===== config.mk =====
export PLATFORM = sky130hd
export DESIGN_NAME = keyboard_scancode_fifo_core
export DESIGN_NICKNAME = d
export VERILOG_FILES = /design/src/design/ksf_pkg.sv /design/src/design/ksf_dp.sv /design/src/design/ksf_ctrl.sv /design/src/design/keyboard_scancode_fifo_core.sv
export SDC_FILE = /design/constraint.sdc
export NUM_CORES = 1
export LEC_CHECK = 0
export ABC_AREA = 1
export BUFFER_PORTS_ARGS = -buffer_cell sky130_fd_sc_hd__buf_4
export CAP_MARGIN = 20
export CELL_PAD_IN_SITES_DETAIL_PLACEMENT = 0
export CELL_PAD_IN_SITES_GLOBAL_PLACEMENT = 1
export CORE_MARGIN = 8
export CORE_UTILIZATION = 52
export CTS_BUF_LIST = sky130_fd_sc_hd__clkbuf_4 sky130_fd_sc_hd__clkbuf_8
export CTS_CLUSTER_DIAMETER = 100
export DETAILED_ROUTE_END_ITERATION = 7
export PLACE_DENSITY = 0.8
export SLEW_MARGIN = 20
export SYNTH_ARGS = -nofsm -noshare
export SYNTH_HDL_FRONTEND = slang
export SYNTH_SLANG_ARGS = --single-unit
export TNS_END_PERCENT = 50

===== constraint.sdc =====
create_clock -name clk -period 2.55 [get_ports clk]
set_input_delay 0.1275 -clock clk [delete_from_list [all_inputs] [get_ports clk]]
set_output_delay 0.1275 -clock clk [all_outputs]
set_load 0.05 [all_outputs]

===== src/design/ksf_pkg.sv =====
// Types and constants shared by the scancode queue modules.
package ksf_pkg;

	localparam logic [7:0] BREAK_BYTE = 8'hF0;
	localparam logic [7:0] NO_BYTE    = 8'h00;

	localparam logic OP_KEY  = 1'b0;
	localparam logic OP_READ = 1'b1;

	typedef struct packed {
		logic       operation;
		logic [7:0] prefix_byte;
		logic [7:0] key_code;
		logic       release_req;
	} ksf_in_t;

	typedef struct packed {
		logic [7:0] read_data;
		logic       data_valid;
		logic [1:0] bytes_queued;
		logic       irq;
	} ksf_out_t;

	typedef enum logic [5:0] {
		ST_IDLE = 6'b000001,
		ST_BRK  = 6'b000010,
		ST_PFX  = 6'b000100,
		ST_CODE = 6'b001000,
		ST_RD   = 6'b010000,
		ST_DONE = 6'b100000
	} ksf_state_t;

	typedef struct packed {
		logic load_item;
		logic push_brk;
		logic push_pfx;
		logic push_code;
		logic pop;
		logic load_result;
	} ksf_cmd_t;

endpackage


===== src/design/ksf_dp.sv =====
// Datapath: item register, byte ring, ring indices and result register.
module ksf_dp
	import ksf_pkg::*;
#(
	parameter int RING_DEPTH = 16
) (
	input  logic     clk,
	input  logic     arst_n,
	input  ksf_cmd_t cmd,
	input  ksf_in_t  req_data,
	output ksf_out_t rsp_data
);

	localparam int IW = (RING_DEPTH > 1) ? $clog2(RING_DEPTH) : 1;
	localparam logic [IW-1:0] LAST_IDX = IW'(RING_DEPTH - 1);

	logic [7:0]    ring_mem [RING_DEPTH];
	logic [IW-1:0] wr_idx_q;
	logic [IW-1:0] rd_idx_q;
	ksf_in_t       item_q;
	logic [1:0]    count_q;
	logic          hit_q;
	logic [7:0]    rd_byte_q;
	ksf_out_t      rsp_q;

	logic [IW-1:0] wr_next;
	logic [IW-1:0] rd_next;
	logic          full;
	logic          empty;
	logic          push_req;
	logic [7:0]    push_byte;
	logic          push_ok;

	assign wr_next = (wr_idx_q == LAST_IDX) ? '0 : wr_idx_q + 1'b1;
	assign rd_next = (rd_idx_q == LAST_IDX) ? '0 : rd_idx_q + 1'b1;
	assign full    = (wr_next == rd_idx_q);
	assign empty   = (wr_idx_q == rd_idx_q);

	// One push step per cycle; each byte is tried on its own against a full ring.
	always_comb begin
		push_req  = 1'b0;
		push_byte = NO_BYTE;
		if (cmd.push_brk) begin
			push_req  = item_q.release_req;
			push_byte = BREAK_BYTE;
		end else if (cmd.push_pfx) begin
			push_req  = (item_q.prefix_byte != NO_BYTE);
			push_byte = item_q.prefix_byte;
		end else if (cmd.push_code) begin
			push_req  = (item_q.key_code != NO_BYTE);
			push_byte = item_q.key_code;
		end
	end

	assign push_ok = push_req && !full;

	always_ff @(posedge clk) begin
		if (push_ok)
			ring_mem[wr_idx_q] <= push_byte;
		if (cmd.pop)
			rd_byte_q <= ring_mem[rd_idx_q];
	end

	always_ff @(posedge clk or negedge arst_n) begin
		if (!arst_n) begin
			wr_idx_q <= '0;
			rd_idx_q <= '0;
		end else begin
			if (push_ok)
				wr_idx_q <= wr_next;
			if (cmd.pop && !empty)
				rd_idx_q <= rd_next;
		end
	end

	always_ff @(posedge clk) begin
		if (cmd.load_item) begin
			item_q  <= req_data;
			count_q <= 2'd0;
			hit_q   <= 1'b0;
		end else begin
			if (push_ok)
				count_q <= count_q + 2'd1;
			if (cmd.pop)
				hit_q <= !empty;
		end
		if (cmd.load_result) begin
			rsp_q.read_data    <= (item_q.operation == OP_READ && hit_q) ? rd_byte_q : NO_BYTE;
			rsp_q.data_valid   <= (item_q.operation == OP_READ) && hit_q;
			rsp_q.bytes_queued <= (item_q.operation == OP_KEY) ? count_q : 2'd0;
			rsp_q.irq          <= (item_q.operation == OP_KEY) && (count_q != 2'd0);
		end
	end

	assign rsp_data = rsp_q;

endmodule


===== src/design/ksf_ctrl.sv =====
// Controller: sequences push steps or the pop, then hands the result beat out.
module ksf_ctrl
	import ksf_pkg::*;
(
	input  logic     clk,
	input  logic     arst_n,
	input  logic     req_valid,
	input  logic     req_op,
	output logic     req_stall,
	output logic     rsp_valid,
	input  logic     rsp_stall,
	output ksf_cmd_t cmd
);

	ksf_state_t state_q;
	ksf_state_t state_d;
	logic       rsp_valid_q;
	logic       slot_free;

	assign slot_free = !rsp_valid_q || !rsp_stall;

	always_comb begin
		state_d = state_q;
		cmd     = '0;
		case (state_q)
			ST_IDLE: begin
				if (req_valid) begin
					cmd.load_item = 1'b1;
					state_d       = (req_op == OP_READ) ? ST_RD : ST_BRK;
				end
			end
			ST_BRK: begin
				cmd.push_brk = 1'b1;
				state_d      = ST_PFX;
			end
			ST_PFX: begin
				cmd.push_pfx = 1'b1;
				state_d      = ST_CODE;
			end
			ST_CODE: begin
				cmd.push_code = 1'b1;
				state_d       = ST_DONE;
			end
			ST_RD: begin
				cmd.pop = 1'b1;
				state_d = ST_DONE;
			end
			ST_DONE: begin
				// hold until the output register can take the beat
				if (slot_free) begin
					cmd.load_result = 1'b1;
					state_d         = ST_IDLE;
				end
			end
			default: state_d = ST_IDLE;
		endcase
	end

	always_ff @(posedge clk or negedge arst_n) begin
		if (!arst_n) begin
			state_q     <= ST_IDLE;
			rsp_valid_q <= 1'b0;
		end else begin
			state_q <= state_d;
			if (cmd.load_result)
				rsp_valid_q <= 1'b1;
			else if (!rsp_stall)
				rsp_valid_q <= 1'b0;
		end
	end

	assign req_stall = (state_q != ST_IDLE);
	assign rsp_valid = rsp_valid_q;

endmodule


===== src/design/keyboard_scancode_fifo_core.sv =====
// Emulated keyboard scancode queue: key events push bytes, reads pop one byte.
//
// Request channel (req_valid / req_stall / req_data): one beat is either a key
// event (operation 0) or a read (operation 1). A key event queues the break byte
// 0xF0 if release_req is set, then prefix_byte if nonzero, then key_code if
// nonzero; a byte that finds the ring full is dropped. The ring holds at most
// RING_DEPTH - 1 bytes.
// Response channel (rsp_valid / rsp_stall / rsp_data): exactly one beat per
// request, in order. irq is set when a key event queued at least one byte.
// Sequence: a key event's response beat goes valid after the break, prefix and
// code push steps (one byte slot each on the single write port of the ring),
// then the load; a read's after the registered ring read, then the load. A new
// request is taken once the previous one has reached the output register.
// Stall: the response register holds its beat while rsp_stall is high; a
// finished result waits in the controller until the register frees up, and
// req_stall stays high meanwhile.
// Reset: clears both ring indices (ring empty) and all control state; ring
// contents are left as they are.
module keyboard_scancode_fifo_core
	import ksf_pkg::*;
#(
	parameter int RING_DEPTH = 16
) (
	input  logic     clk,
	input  logic     arst_n,
	input  logic     req_valid,
	output logic     req_stall,
	input  ksf_in_t  req_data,
	output logic     rsp_valid,
	input  logic     rsp_stall,
	output ksf_out_t rsp_data
);

	ksf_cmd_t cmd;

	ksf_ctrl u_ctrl (
		.clk       (clk),
		.arst_n    (arst_n),
		.req_valid (req_valid),
		.req_op    (req_data.operation),
		.req_stall (req_stall),
		.rsp_valid (rsp_valid),
		.rsp_stall (rsp_stall),
		.cmd       (cmd)
	);

	ksf_dp #(
		.RING_DEPTH (RING_DEPTH)
	) u_dp (
		.clk      (clk),
		.arst_n   (arst_n),
		.cmd      (cmd),
		.req_data (req_data),
		.rsp_data (rsp_data)
	);

endmodule


* Word-level counts from Yosys, hierarchy flattened
Memories as Yosys holds them, arrays and structs flattened. A register that Yosys moved wholly into a read port is not among the register bits.
Cells that the tools add are included.
** Word-level totals
- Bits in registers :: 48
- Bits in latches :: 0
- Bits in writable memories :: 128
- ROM bits :: 0
- Bits of input ports :: 22
- Output and inout bits :: 14
- Word-level logic and storage cells :: 71
- Memories :: 1
** Operators by class
- Add/subtract/negate cells :: 3
- Multipliers :: 0
- Div/mod/pow operators :: 0
- Magnitude comparators :: 0
- Equal/unequal tests :: 14
- Shifts and indexed selects :: 0
- Mux-type cells :: 24
- Bitwise gates (word level) :: 1
- Reductions and logical operators :: 14
** Memories
- u_dp.ring_mem :: words 16, width 8, read ports 1, clocked after Yosys merged registers in 1, write ports 1, line ksf_dp.sv:17 : logic [7:0] ring_mem [RING_DEPTH];
** Operators with widths (number)
- $pmux W6 S5 :: 1
- $mux W8 :: 3
- $reduce_bool A8 Y1 :: 2
- $mux W1 :: 15
- $mux W6 :: 2
- $add A4 B1 Y4 const B :: 2
- $eq A4 B4 Y1 :: 2
- $eq A4 B4 Y1 const B :: 2
- $mux W4 :: 2
- $eq A6 B1 Y1 const B :: 1
- $eq A6 B2 Y1 const B :: 1
- $eq A6 B3 Y1 const B :: 1
- $eq A6 B4 Y1 const B :: 1
- $eq A6 B5 Y1 const B :: 1
- $eq A6 B6 Y1 const B :: 1
- $ne A6 B1 Y1 const B :: 1
- $mux W5 :: 1
- $logic_and A1 B1 Y1 :: 4
- $logic_not A1 Y1 :: 4
- $ne A2 B1 Y1 const B :: 2
- $add A2 B1 Y2 const B :: 1
- $ne A2 B2 Y1 const B :: 1
- $reduce_and A2 Y1 :: 1
- $reduce_bool A2 Y1 :: 1
- 3 further kinds :: 3

* Logic depth before layout (Yosys ltp)
Gate-level depths: netlist of run 1.
- Word-level depth :: 8
- Depth in mapped cells :: 12
- Gate-level depth less buffers :: 12

* By module
Synthesis of run 1 repeated with hierarchy kept, for this count alone.
** Unflattened totals
- Cells, all modules :: 640
- Area total of the unflattened synthesis :: 7632.3 µm²
** Modules (own cells, without submodules)
- ksf_dp :: times used 1, cells each 585, area an instance 7229.4 µm², sequential area each 5245.0 µm²
- ksf_ctrl :: times used 1, cells each 55, area an instance 402.9 µm², sequential area each 176.4 µm²

* Least setup slack after synthesis of run 1
OpenSTA, ideal clock, no wires.
- Path type :: flip-flop to flip-flop
- Start :: register u_ctrl.state_q[5]
- End :: register u_dp.count_q[1]
- Library setup time :: 112 ps
- Data arrival time :: 2262 ps
- Data required time :: 2438 ps
- Path slack :: 177 ps
- Cell stages (with the launch flop) :: 7
- Buffers on the path :: 0
- Clock period less this slack :: 2373 ps
- Cells stage by stage :: dfrtp_1 -> nor2_4 -> nand4_1 -> nor2_2 -> inv_1 -> nand2_1 -> nor2_1
** RTL lines
- from (decl) :: line ksf_ctrl.sv:15 : ksf_state_t state_q;
- from (signal assigned) :: line ksf_ctrl.sv:64 : state_q <= state_d;
- to (signal assigned) :: line ksf_dp.sv:83 : count_q <= count_q + 2'd1;
- to (decl) :: line ksf_dp.sv:21 : logic [1:0] count_q;

* Worst setup path after layout of run 1
- Start :: register u_dp.wr_idx_q[1]
- End :: memory u_dp.ring_mem[4][0], enable pin
** On the way
- Longest elaborated chain between the ends :: 7
- Elaborated cells on any way between the ends :: 8
- Those cells by class :: add/sub (1); eq/ne (2); mux (3); reduce/logical (2)
** Ends and longest elaborated chain
- from (decl) :: line ksf_dp.sv:18 : logic [IW-1:0] wr_idx_q;
- from (signal assigned) :: line ksf_dp.sv:70 : wr_idx_q <= wr_next;
- $add A4 B1 Y4 or $eq A4 B4 Y1 (tied branches) :: line ksf_dp.sv:34 : assign wr_next = (wr_idx_q == LAST_IDX) ? '0 : wr_idx_q + 1'b1;
- $mux W4 (*) :: line ksf_dp.sv:34
- named net u_dp.wr_next[1] :: line ksf_dp.sv:26 : logic [IW-1:0] wr_next;
- $eq A4 B4 Y1 (*) :: line ksf_dp.sv:36 : assign full = (wr_next == rd_idx_q);
- $logic_not A1 Y1 (*) :: line ksf_dp.sv:55 : assign push_ok = push_req && !full;
- $logic_and A1 B1 Y1 (*) :: line ksf_dp.sv:55
- $mux W1 (*) :: line ksf_dp.sv:58 : if (push_ok)
- $mux W1 (implied by the code) (*) :: line ksf_dp.sv:59 : ring_mem[wr_idx_q] <= push_byte;
- to (decl) :: line ksf_dp.sv:17
Mark *: on every way through the listed nets, which the timed path passes. The rest lies on a longest branch.

==> flow_summary.toml, run 1 <==
[timing]
tightestPinTransition_ns = 0.631
skew_ns = 0.0107
hold_violations = 0
max_slew_margin = 0.578
setup_viol_count_final = 0
fmax_mhz = 421
slew_violations = 0
period_share = 0.932
fin_crit_ns = 2.38
rsz0062_at_grt = "true"

[grt]
grt_pass1_vias = 4969
antenna_found_initial = 0
track_usage = 0.193
grt_pass1_wl_um = 26400
overflow = 0
grt_max_degree = 52

[synth]
synth_most_common_cell = "edfxtp_1"
synthMuxAreaShare = 0
ys_ff_latch = 184
synthXorXnorAreaFrac = 0.00813
async_reset_ff_frac = 0.0815
syn_area_um2 = 7540
synth.top_cells.by_count = "166 x edfxtp_1, 110 x nor2_1, 74 x o21ai_0"
synth-simple-area-share = 0.131
synth_warnings = 0
ys_seq_area_frac = 0.719
yosys-top-cells-area = "edfxtp_1 66%, nor2_1 5.5%, o21ai_0 4.9%, dfrtp_1 4.6%, nand2_1 3.1%"
netlist.area_leader.share = 0.661
synth_ff_type = "edfxtp_1"
synth_compound_area_frac = 0.0931
yosys.area.top_type = "edfxtp_1"
syn_area_per_cell_um2 = 12.5
synth_top_family_by_area = "simple AND/OR/NAND/NOR gates"
synth_fa_ha_area_frac = 0.0116
synth_fp_nets = 632
synth_enable_flop_cells = 166
syn_inst = 603
synth.distinct_cells = 40

[floorplanning]
die_y_um = 136
die_w_um = 136
die_area_um2 = 18600
initial_utilization = 0.525
rows = 44
pin_count = 36
core_um2 = 14400

[power]
net-switching-power_uw = 2560
powerDensity_nw_per_um2 = 871
p_comb_frac = 0.251
swShare = 0.336
intPower_uw = 5060
pwr-share-clk = 0.261
leakagePower_uw = 0.00314
p_seq_frac = 0.489
ir_drop_mv = 0.399

[setup_path]
slowest_stage = "dfrtp_1"
path_delay_family = "simple AND/OR/NAND/NOR gates"
worst_ep_arrival_time_ns = 2.48
reg2reg_slack_ns = 0.17
cp_data_required_time_ns = 2.65
cpPeakStageDelay_ns = 0.49
worst_setup_path_end_kind = "flip-flop"
cp_num_buf_inv = 2
cp-start-kind = "flip-flop"
crit_fanout = 8
worst-setup-path-type = "reg2reg"
crit_chain = "inv_1, ha_1, xnor2_1, nand2_1, nor2_1, nand3_2, nand2_4, inv_8, nand2_4, nor2_1"

[placed_design]
gp_congestion = 0.843
dp_cells = 823
io_buffers = 35
dp_hpwl_um = 11300

[cells_and_area]
fin_util = 0.608
fillers = 1154
area_growth_pct = 16.0
fin_cells = 876
nets = 708
antenna_cells = 0
final_layout_size_suffix_gt1_frac = 0.192

[route]
drtAntennaViolNets = 0
wirelength_um = 17200
vias_per_cell = 5.59
wl_per_cell_um = 19.6
vias = 4894
drt-initial-drc-count = 470
first_pass_iters = 6
drc = 0

[worst_hold_path]
hold_path.class = "in2async"

[clocking]
h-tree-depth = 4
clock-root-buffer = "clkbuf_8"
cts.clk_slew.worst_paths_ns = 0.10
numCtsBuffers = 17
postCtsSetupRepairBufs = 0
cts_tree = "done"
clk_path_buf_depth = 2
insertion_delay_ns = 0.46
numClockSinks = 184

[status]
status = "complete, no violations"

[job]
drv_cap = 0
stage by stage:
step	instance area, µm²	hold WS (ns)	worst slack [ns]	power [µW]	TNS [ns]
5_1_grt	8740	0.0615	-0.00379	7950	-0.00379
2_1_floorplan	7540	-0.168	0.177	5040	0
3_5_place_dp	8110	0.00200	0.132	5650	0
6_report	8740	0.0678	0.175	7620	0
3_3_place_gp	8110	-0.00154	0.250	5630	0
4_1_cts	8720	0.0336	0.107	7630	0
flip-flops by register name (all words and copies together), names as in the netlist:
| register | flops |
|---|---|
| u_dp.ring_mem | 128 |
| u_ctrl.state_q | 6 |
| u_dp.rsp_data | 12 |
| u_dp.item_q | 18 |
| u_dp.rd_idx_q | 4 |
| u_ctrl.rsp_valid | 1 |
| u_dp.count_q | 2 |
| u_dp.wr_idx_q | 4 |
| u_dp.rd_byte_q | 8 |
| u_dp.hit_q | 1 |
metal layers:
| metal | wire, µm | GRT usage |
|---|---|---|
| met5 | 0 | 0 |
| met1 | 7090 | 0.233 |
| met3 | 873 | 0.0414 |
| met2 | 8640 | 0.327 |
| met4 | 554 | 0.0891 |
worst register-to-register path, cell delays in order (launching register included):
cell and delay (ns):
dfrtp_1 0.49, inv_1 0.13, ha_1 0.32, xnor2_1 0.13, nand2_1 0.07, nor2_1 0.04, nand3_2 0.10, nand2_4 0.08
inv_8 0.09, nand2_4 0.10, nor2_1 0.47
cell usage in the layout, fill, tap and decap left out, types with 4 or more instances in the layout:
cell type      count
nand2_1           62
nand2_4            5
dlygate4sd3_1     21
dfrtp_1           13
nand4_1            4
o211ai_1           6
o22ai_1           19
nand3_1           22
nor2_1           101
inv_1             30
nor2_2            13
ha_1               7
edfxtp_1         166
inv_2              6
inv_6              5
o221ai_1          10
xnor2_1            5
buf_4             62
clkbuf_8          17
nand2_2            4
o21ai_0           71
layout make-up:
cell class / instances / area (µm²) / area share
Clock buffer: 17 / 234 / 0.0268
Clock inverter: 15 / 166 / 0.0190
Inverter: 39 / 156 / 0.0179
Multi-Input combinational cell: 354 / 1860 / 0.213
Sequential cell: 184 / 5420 / 0.620
Tap cell: 184 / 230 / 0.0263
Timing Repair Buffer: 83 / 676 / 0.0773
final timing paths:
kind | from | endpoint | cells after the start
hold reg to reg | u_dp.hit_q | u_dp.hit_q | 2
max in group asynchronous | arst_n | u_ctrl.state_q[0] | 2
min in group clk | req_data[7] | u_dp.item_q[7] | 2
hold / removal | arst_n | u_dp.rd_idx_q[3] | 2
setup reg to reg | u_dp.wr_idx_q[1] | u_dp.ring_mem[4][0] | 10
setup / recovery | u_dp.wr_idx_q[1] | u_dp.ring_mem[4][0] | 10
cells by family (layout without fill, tap and decap cells):
logic type                 count (synthesis)  count (layout)
xor gates and xnor gates                   7               7
buffers and inverters                     65             154
and+or+nand+nor                          221             221
AOI/OAI and AO/OA                        119             119
DFF                                      184             184
adders and majority gates                  7               7
power by group through the flow:
stage	clock [µW]	combinational, µW	sequential, µW
6_report	1990	1910	3720
5_1_grt	2120	2090	3750
4_1_cts	2000	1900	3720
3_5_place_dp	0	1870	3790
3_3_place_gp	0	1850	3780
2_1_floorplan	0	1290	3750
what timing repair did:
action / 4_1_cts / 5_1_grt
endpoints found under the setup margin: 0 / 57
gates resized for setup: 0 / 9
hold endpoints to repair: 37 / 0
hold buffers: 21 / 0
(Power assumes the default switching activity.)
==> run 2: changes to the inputs <==
- BUFFER_PORTS_ARGS: -buffer_cell sky130_fd_sc_hd__buf_4 -> -buffer_cell sky130_fd_sc_hd__buf_2
- CELL_PAD_IN_SITES_DETAIL_PLACEMENT: 0 -> not set
- CELL_PAD_IN_SITES_GLOBAL_PLACEMENT: 1 -> not set
- CORE_UTILIZATION: 52 -> 60
- PLACE_DENSITY: 0.8 -> 0.76
- REMOVE_ABC_BUFFERS: not set -> 1
==> run 2 against run 1 <==
Compared with the run above:
- design area shrank 1.1%
- core utilization up 8.5 points
- via count grew 0.14%
- critical endpoint is now u_dp.ring_mem[11][7]
- critical path type unchanged
==> flow_summary.toml, run 2 (same netlist as run 1, synthesis figures left out) <==
[status]
status = "complete, no violations"

[floorplanning]
die_area_um2 = 16400
core_um2 = 12500
pin_count = 36
die_w_um = 128
initial_utilization = 0.605
rows = 41
die_y_um = 128

[route]
first_pass_iters = 5
vias_per_cell = 5.67
drc = 0
vias = 4901
drtAntennaViolNets = 0
wirelength_um = 16600
drt-initial-drc-count = 527
wl_per_cell_um = 19.3

[setup_path]
cp_data_required_time_ns = 2.72
crit_fanout = 8
cp-start-kind = "flip-flop"
slowest_stage = "dfrtp_1"
worst_ep_arrival_time_ns = 2.52
worst_setup_path_end_kind = "flip-flop"
crit_chain = "inv_1, ha_1, xnor2_1, nand2_1, nor2_1, nand3_2, nand2_4, inv_8, nand2_2, nor2_1, buf_4"
cpPeakStageDelay_ns = 0.52
worst-setup-path-type = "reg2reg"
crit_top_cell = "nor2_1"

[placed_design]
pre_cts_slack_ns = 0.0863
gp_congestion = 0.940
dp_hpwl_um = 11100
io_buffers = 35
placed_area_um2 = 8010
dp_cells = 811

[cells_and_area]
final_common_cell = "edfxtp_1"
nets = 708
fin_area_um2 = 8650
final_cell_mix = "166 x edfxtp_1, 100 x nor2_1, 74 x o21ai_0, 62 x nand2_1, 35 x buf_2"
area_growth_pct = 14.7
final_layout_size_suffix_gt1_frac = 0.192
regMostFlops = "u_dp.ring_mem"
fin_cells = 864
antenna_cells = 0
largest_register_ffs = 128

[grt]
overflow = 0
grt_pass1_vias = 4888
antenna_found_initial = 0
track_usage = 0.214
grt_pass1_wl_um = 25900
grt_max_degree = 67

[clocking]
numCtsBuffers = 17
cts_tree = "done"
cts.clk_slew.worst_paths_ns = 0.09
numClockSinks = 184
clk_path_buf_depth = 2
clock-root-buffer = "clkbuf_8"
postCtsSetupRepairBufs = 0
insertion_delay_ns = 0.46
h-tree-depth = 4

[worst_hold_path]
hold_path.class = "in2async"

[power]
p_comb_frac = 0.242
net-switching-power_uw = 2400
ir_drop_mv = 0.560
swShare = 0.319
p_seq_frac = 0.497
pwr-share-clk = 0.260
leakagePower_uw = 0.00311
powerDensity_nw_per_um2 = 868
intPower_uw = 5110

[timing]
period_share = 0.920
tightestPinTransition_ns = 0.603
skew_ns = 0.0113
fin_ws_ns = 0.203
max_slew_margin = 0.598
rsz0062_at_grt = "false"
fin_crit_ns = 2.35
slew_violations = 0
setup_viol_count_final = 0
hold_violations = 0
fmax_mhz = 426

[job]
drv_cap = 0
## run 2: changes by cell type in the layout (fill, tap and decap cells not counted), sizes merged
cell	change
bufinv	+1
clkinvlp	+2
clkbuf	+2
inv	-6
clkinv	+1
## run 2: worst max-delay path, delay by kind of cell (launching register included)
| family | cells | cell delay (ns) |
|---|---|---|
| xor gates and xnor gates | 1 | 0.13 |
| adders and majority gates | 1 | 0.36 |
| buffers and inverters | 3 | 0.46 |
| DFF | 1 | 0.52 |
| and+or+nand+nor | 6 | 0.58 |
## run 2: layer usage
metal | vias up | share of wire | track usage
met5 | - | 0 | 0
met4 | 0 | 0.023 | 0.101
met3 | 32 | 0.071 | 0.0562
met2 | 202 | 0.49 | 0.348
met1 | 2369 | 0.42 | 0.263
li1 | 2298 | - | -
## run 2: final timing paths
| path | start | end | slack (ns) | cells after the start |
|---|---|---|---|---|
| min in group clk | req_valid | u_ctrl.state_q[0] | 0.36 | 3 |
| hold reg to reg | u_dp.count_q[0] | u_dp.count_q[0] | 0.48 | 2 |
| hold / removal | arst_n | u_dp.rd_idx_q[2] | 0.14 | 2 |
| setup / recovery | u_dp.wr_idx_q[0] | u_dp.ring_mem[11][7] | 0.20 | 11 |
| setup reg to reg | u_dp.wr_idx_q[0] | u_dp.ring_mem[11][7] | 0.20 | 11 |
| max in group asynchronous | arst_n | u_ctrl.state_q[0] | 2.10 | 2 |
## run 2: repair_timing
action	4_1_cts	5_1_grt
resized for setup	0	10
hold buffers	21	0
hold endpoints to repair	37	0
setup endpoints to repair	0	80
## run 2: power groups by stage
stage	combinational (µW)	clock, µW	sequential [µW]
CTS	1800	1980	3730
global placement	1740	0	3780
floorplan	1080	0	3850
global route	2000	2080	3750
finish	1820	1950	3730
detailed placement	1770	0	3790
## run 2: cell type report
class	count	area [µm²]
repair buffers	83	588
multi-input cells	354	1860
well taps	172	215
clock buffers	19	249
inverters	39	156
flip-flops and latches	184	5420
fillers	867	3820
clock inverters	13	154
## run 2: through the flow
step                       util  TNS [ns]  hold WS [ns]  total power, µW
after floorplan               -    -80.18        -0.168             4940
after global placement    0.642         0        0.0532             5520
after detailed placement  0.642         0        0.0604             5570
after CTS                 0.692         0        0.0839             7510
after global routing      0.694         0         0.148             7830
final                     0.694         0         0.138             7510
==> run 3: changes to the inputs <==
- CORE_UTILIZATION: 60 -> 57
- PLACE_DENSITY: 0.76 -> 0.78
- clock period: 2.55 -> 1.9 ns (I/O delays scaled with it)
==> run 3 against run 2 <==
Compared with the run above:
- the run now ends with setup timing left
- clock power grew 38%
- clock skew is 0.0025 ns higher
- sequential share of layout area down 2.9 points
- setup slack got worse by 0.38 ns
- first-iteration DRC count rose by 36%
- critical path type unchanged
- highest routed layer unchanged
==> flow_summary.toml, run 3 (same netlist as run 1, synthesis figures left out) <==
[power]
swShare = 0.329
p_seq_frac = 0.462
ir_drop_mv = 0.664
pwr-share-clk = 0.252
net-switching-power_uw = 3530
intPower_uw = 7190
p_comb_frac = 0.286
power_uw = 10700
powerDensity_nw_per_um2 = 1180
leakagePower_uw = 0.00325

[cells_and_area]
regArea_um2 = 5420
nets = 732
area_growth_pct = 20.3
final_cell_mix = "166 x edfxtp_1, 93 x nor2_1, 74 x o21ai_0, 62 x nand2_1, 41 x buf_4"
final_common_cell = "edfxtp_1"
final_layout_size_suffix_gt1_frac = 0.240
antenna_cells = 0
largest_register_ffs = 128
multi_input_area_um2 = 1990
fillers = 861
regMostFlops = "u_dp.ring_mem"

[floorplanning]
rows = 42
initial_utilization = 0.576
die_y_um = 131
die_area_um2 = 17200
die_w_um = 131
core_um2 = 13100
pin_count = 36

[timing]
skew_ns = 0.0138
tightestPinTransition_ns = 0.511
fin_ws_ns = -0.173
max_slew_margin = 0.658
period_share = 1.09
setup_viol_count_final = 129
slew_violations = 0
whs_ns = 0.110
rsz0062_at_grt = "true"
fmax_mhz = 482
fin_crit_ns = 2.07
hold_violations = 0

[setup_path]
worst_ep_arrival_time_ns = 2.31
worst-setup-path-type = "reg2reg"
crit_fanout = 8
worst_setup_path_end_kind = "flip-flop"
cp_data_required_time_ns = 2.14
reg2reg_slack_ns = -0.17
cp-start-kind = "flip-flop"

[grt]
grt_max_degree = 67
grt_pass1_wl_um = 27500
track_usage = 0.220
antenna_found_initial = 0
overflow = 0
grt_pass1_vias = 5165

[clocking]
h-tree-depth = 4
clock-root-buffer = "clkbuf_8"
insertion_delay_ns = 0.47
cts.clk_slew.worst_paths_ns = 0.09
cts_tree = "done"
numClockSinks = 184
clk_path_buf_depth = 2
numCtsBuffers = 17

[placed_design]
io_buffers = 35
pre_cts_slack_ns = -0.403
gp_congestion = 0.859
dp_hpwl_um = 11500

[route]
first_pass_iters = 6
vias = 5222
vias_per_cell = 5.85
drc = 0
drt-initial-drc-count = 718
wl_per_cell_um = 20.2
wirelength_um = 18000
drtAntennaViolNets = 0

[worst_hold_path]
hold_path.class = "in2async"

[job]
drv_cap = 0

[status]
status = "complete, but fails checks"
violations = "setup timing"
-- run 3: routing by layer --
metal / global-route usage / vias to the layer above / part of all wire
li1: - / 2349 / -
met1: 0.269 / 2497 / 0.37
met2: 0.366 / 327 / 0.50
met3: 0.0548 / 49 / 0.094
met4: 0.0952 / 0 / 0.031
met5: 0 / - / 0
-- run 3: critical path, cell delays in order (launching register included) --
cell and delay (ns):
dfrtp_1 0.56, nand2_2 0.13, inv_2 0.10, nand2_1 0.06
nand2_1 0.09, nand2_1 0.07, nand2_1 0.09, nand3_2 0.13
nand2_4 0.13, clkinv_8 0.09, nand2_8 0.10, buf_6 0.11
nor2_4 0.03, buf_6 0.15
-- run 3: cell type report --
cell class	count	share of cell area
repair inverters	1	0.000552
flip-flops and latches	184	0.598
repair buffers	106	0.0938
clock buffers	18	0.0266
multi-input cells	354	0.219
clock inverters	14	0.0192
well taps	176	0.0243
inverters	39	0.0182
-- run 3: power by group through the flow --
stage | combinational [µW] | clock, µW | sequential, µW
final | 3070 | 2700 | 4950
after global placement | 2670 | 0 | 5020
after CTS | 2910 | 2730 | 4940
after global routing | 3280 | 2880 | 4980
after detailed placement | 2750 | 0 | 5030
after floorplan | 1450 | 0 | 5170
-- run 3: final timing paths --
check | startpoint | to | cells past startpoint
worst max-delay path | u_dp.wr_idx_q[2] | u_dp.ring_mem[4][6] | 13
worst min-delay path | arst_n | u_dp.rd_idx_q[2] | 2
worst max register to register | u_dp.wr_idx_q[2] | u_dp.ring_mem[4][6] | 13
worst min register to register | u_dp.count_q[0] | u_dp.count_q[0] | 2
max in group asynchronous | arst_n | u_ctrl.state_q[0] | 2
min in group clk | req_valid | u_ctrl.state_q[0] | 3
-- run 3: what timing repair did --
action	in CTS	in global routing
pin swaps	0	6
buffers inserted	2	1
endpoints found under the setup margin	134	136
gates resized for setup	36	12
hold buffers	21	0
hold endpoints to repair	37	0
gates cloned	0	1
-- run 3: per-stage QoR --
stage / util / setup TNS, ns / cell area (µm²) / instances
2_1_floorplan: - / -182.30 / 7410 / 577
3_3_place_gp: 0.629 / -32.13 / 8240 / 835
3_5_place_dp: 0.629 / -41.80 / 8240 / 835
4_1_cts: 0.688 / -2.97 / 9010 / 890
5_1_grt: 0.693 / -23.41 / 9070 / 892
6_report: 0.693 / -12.44 / 9070 / 892
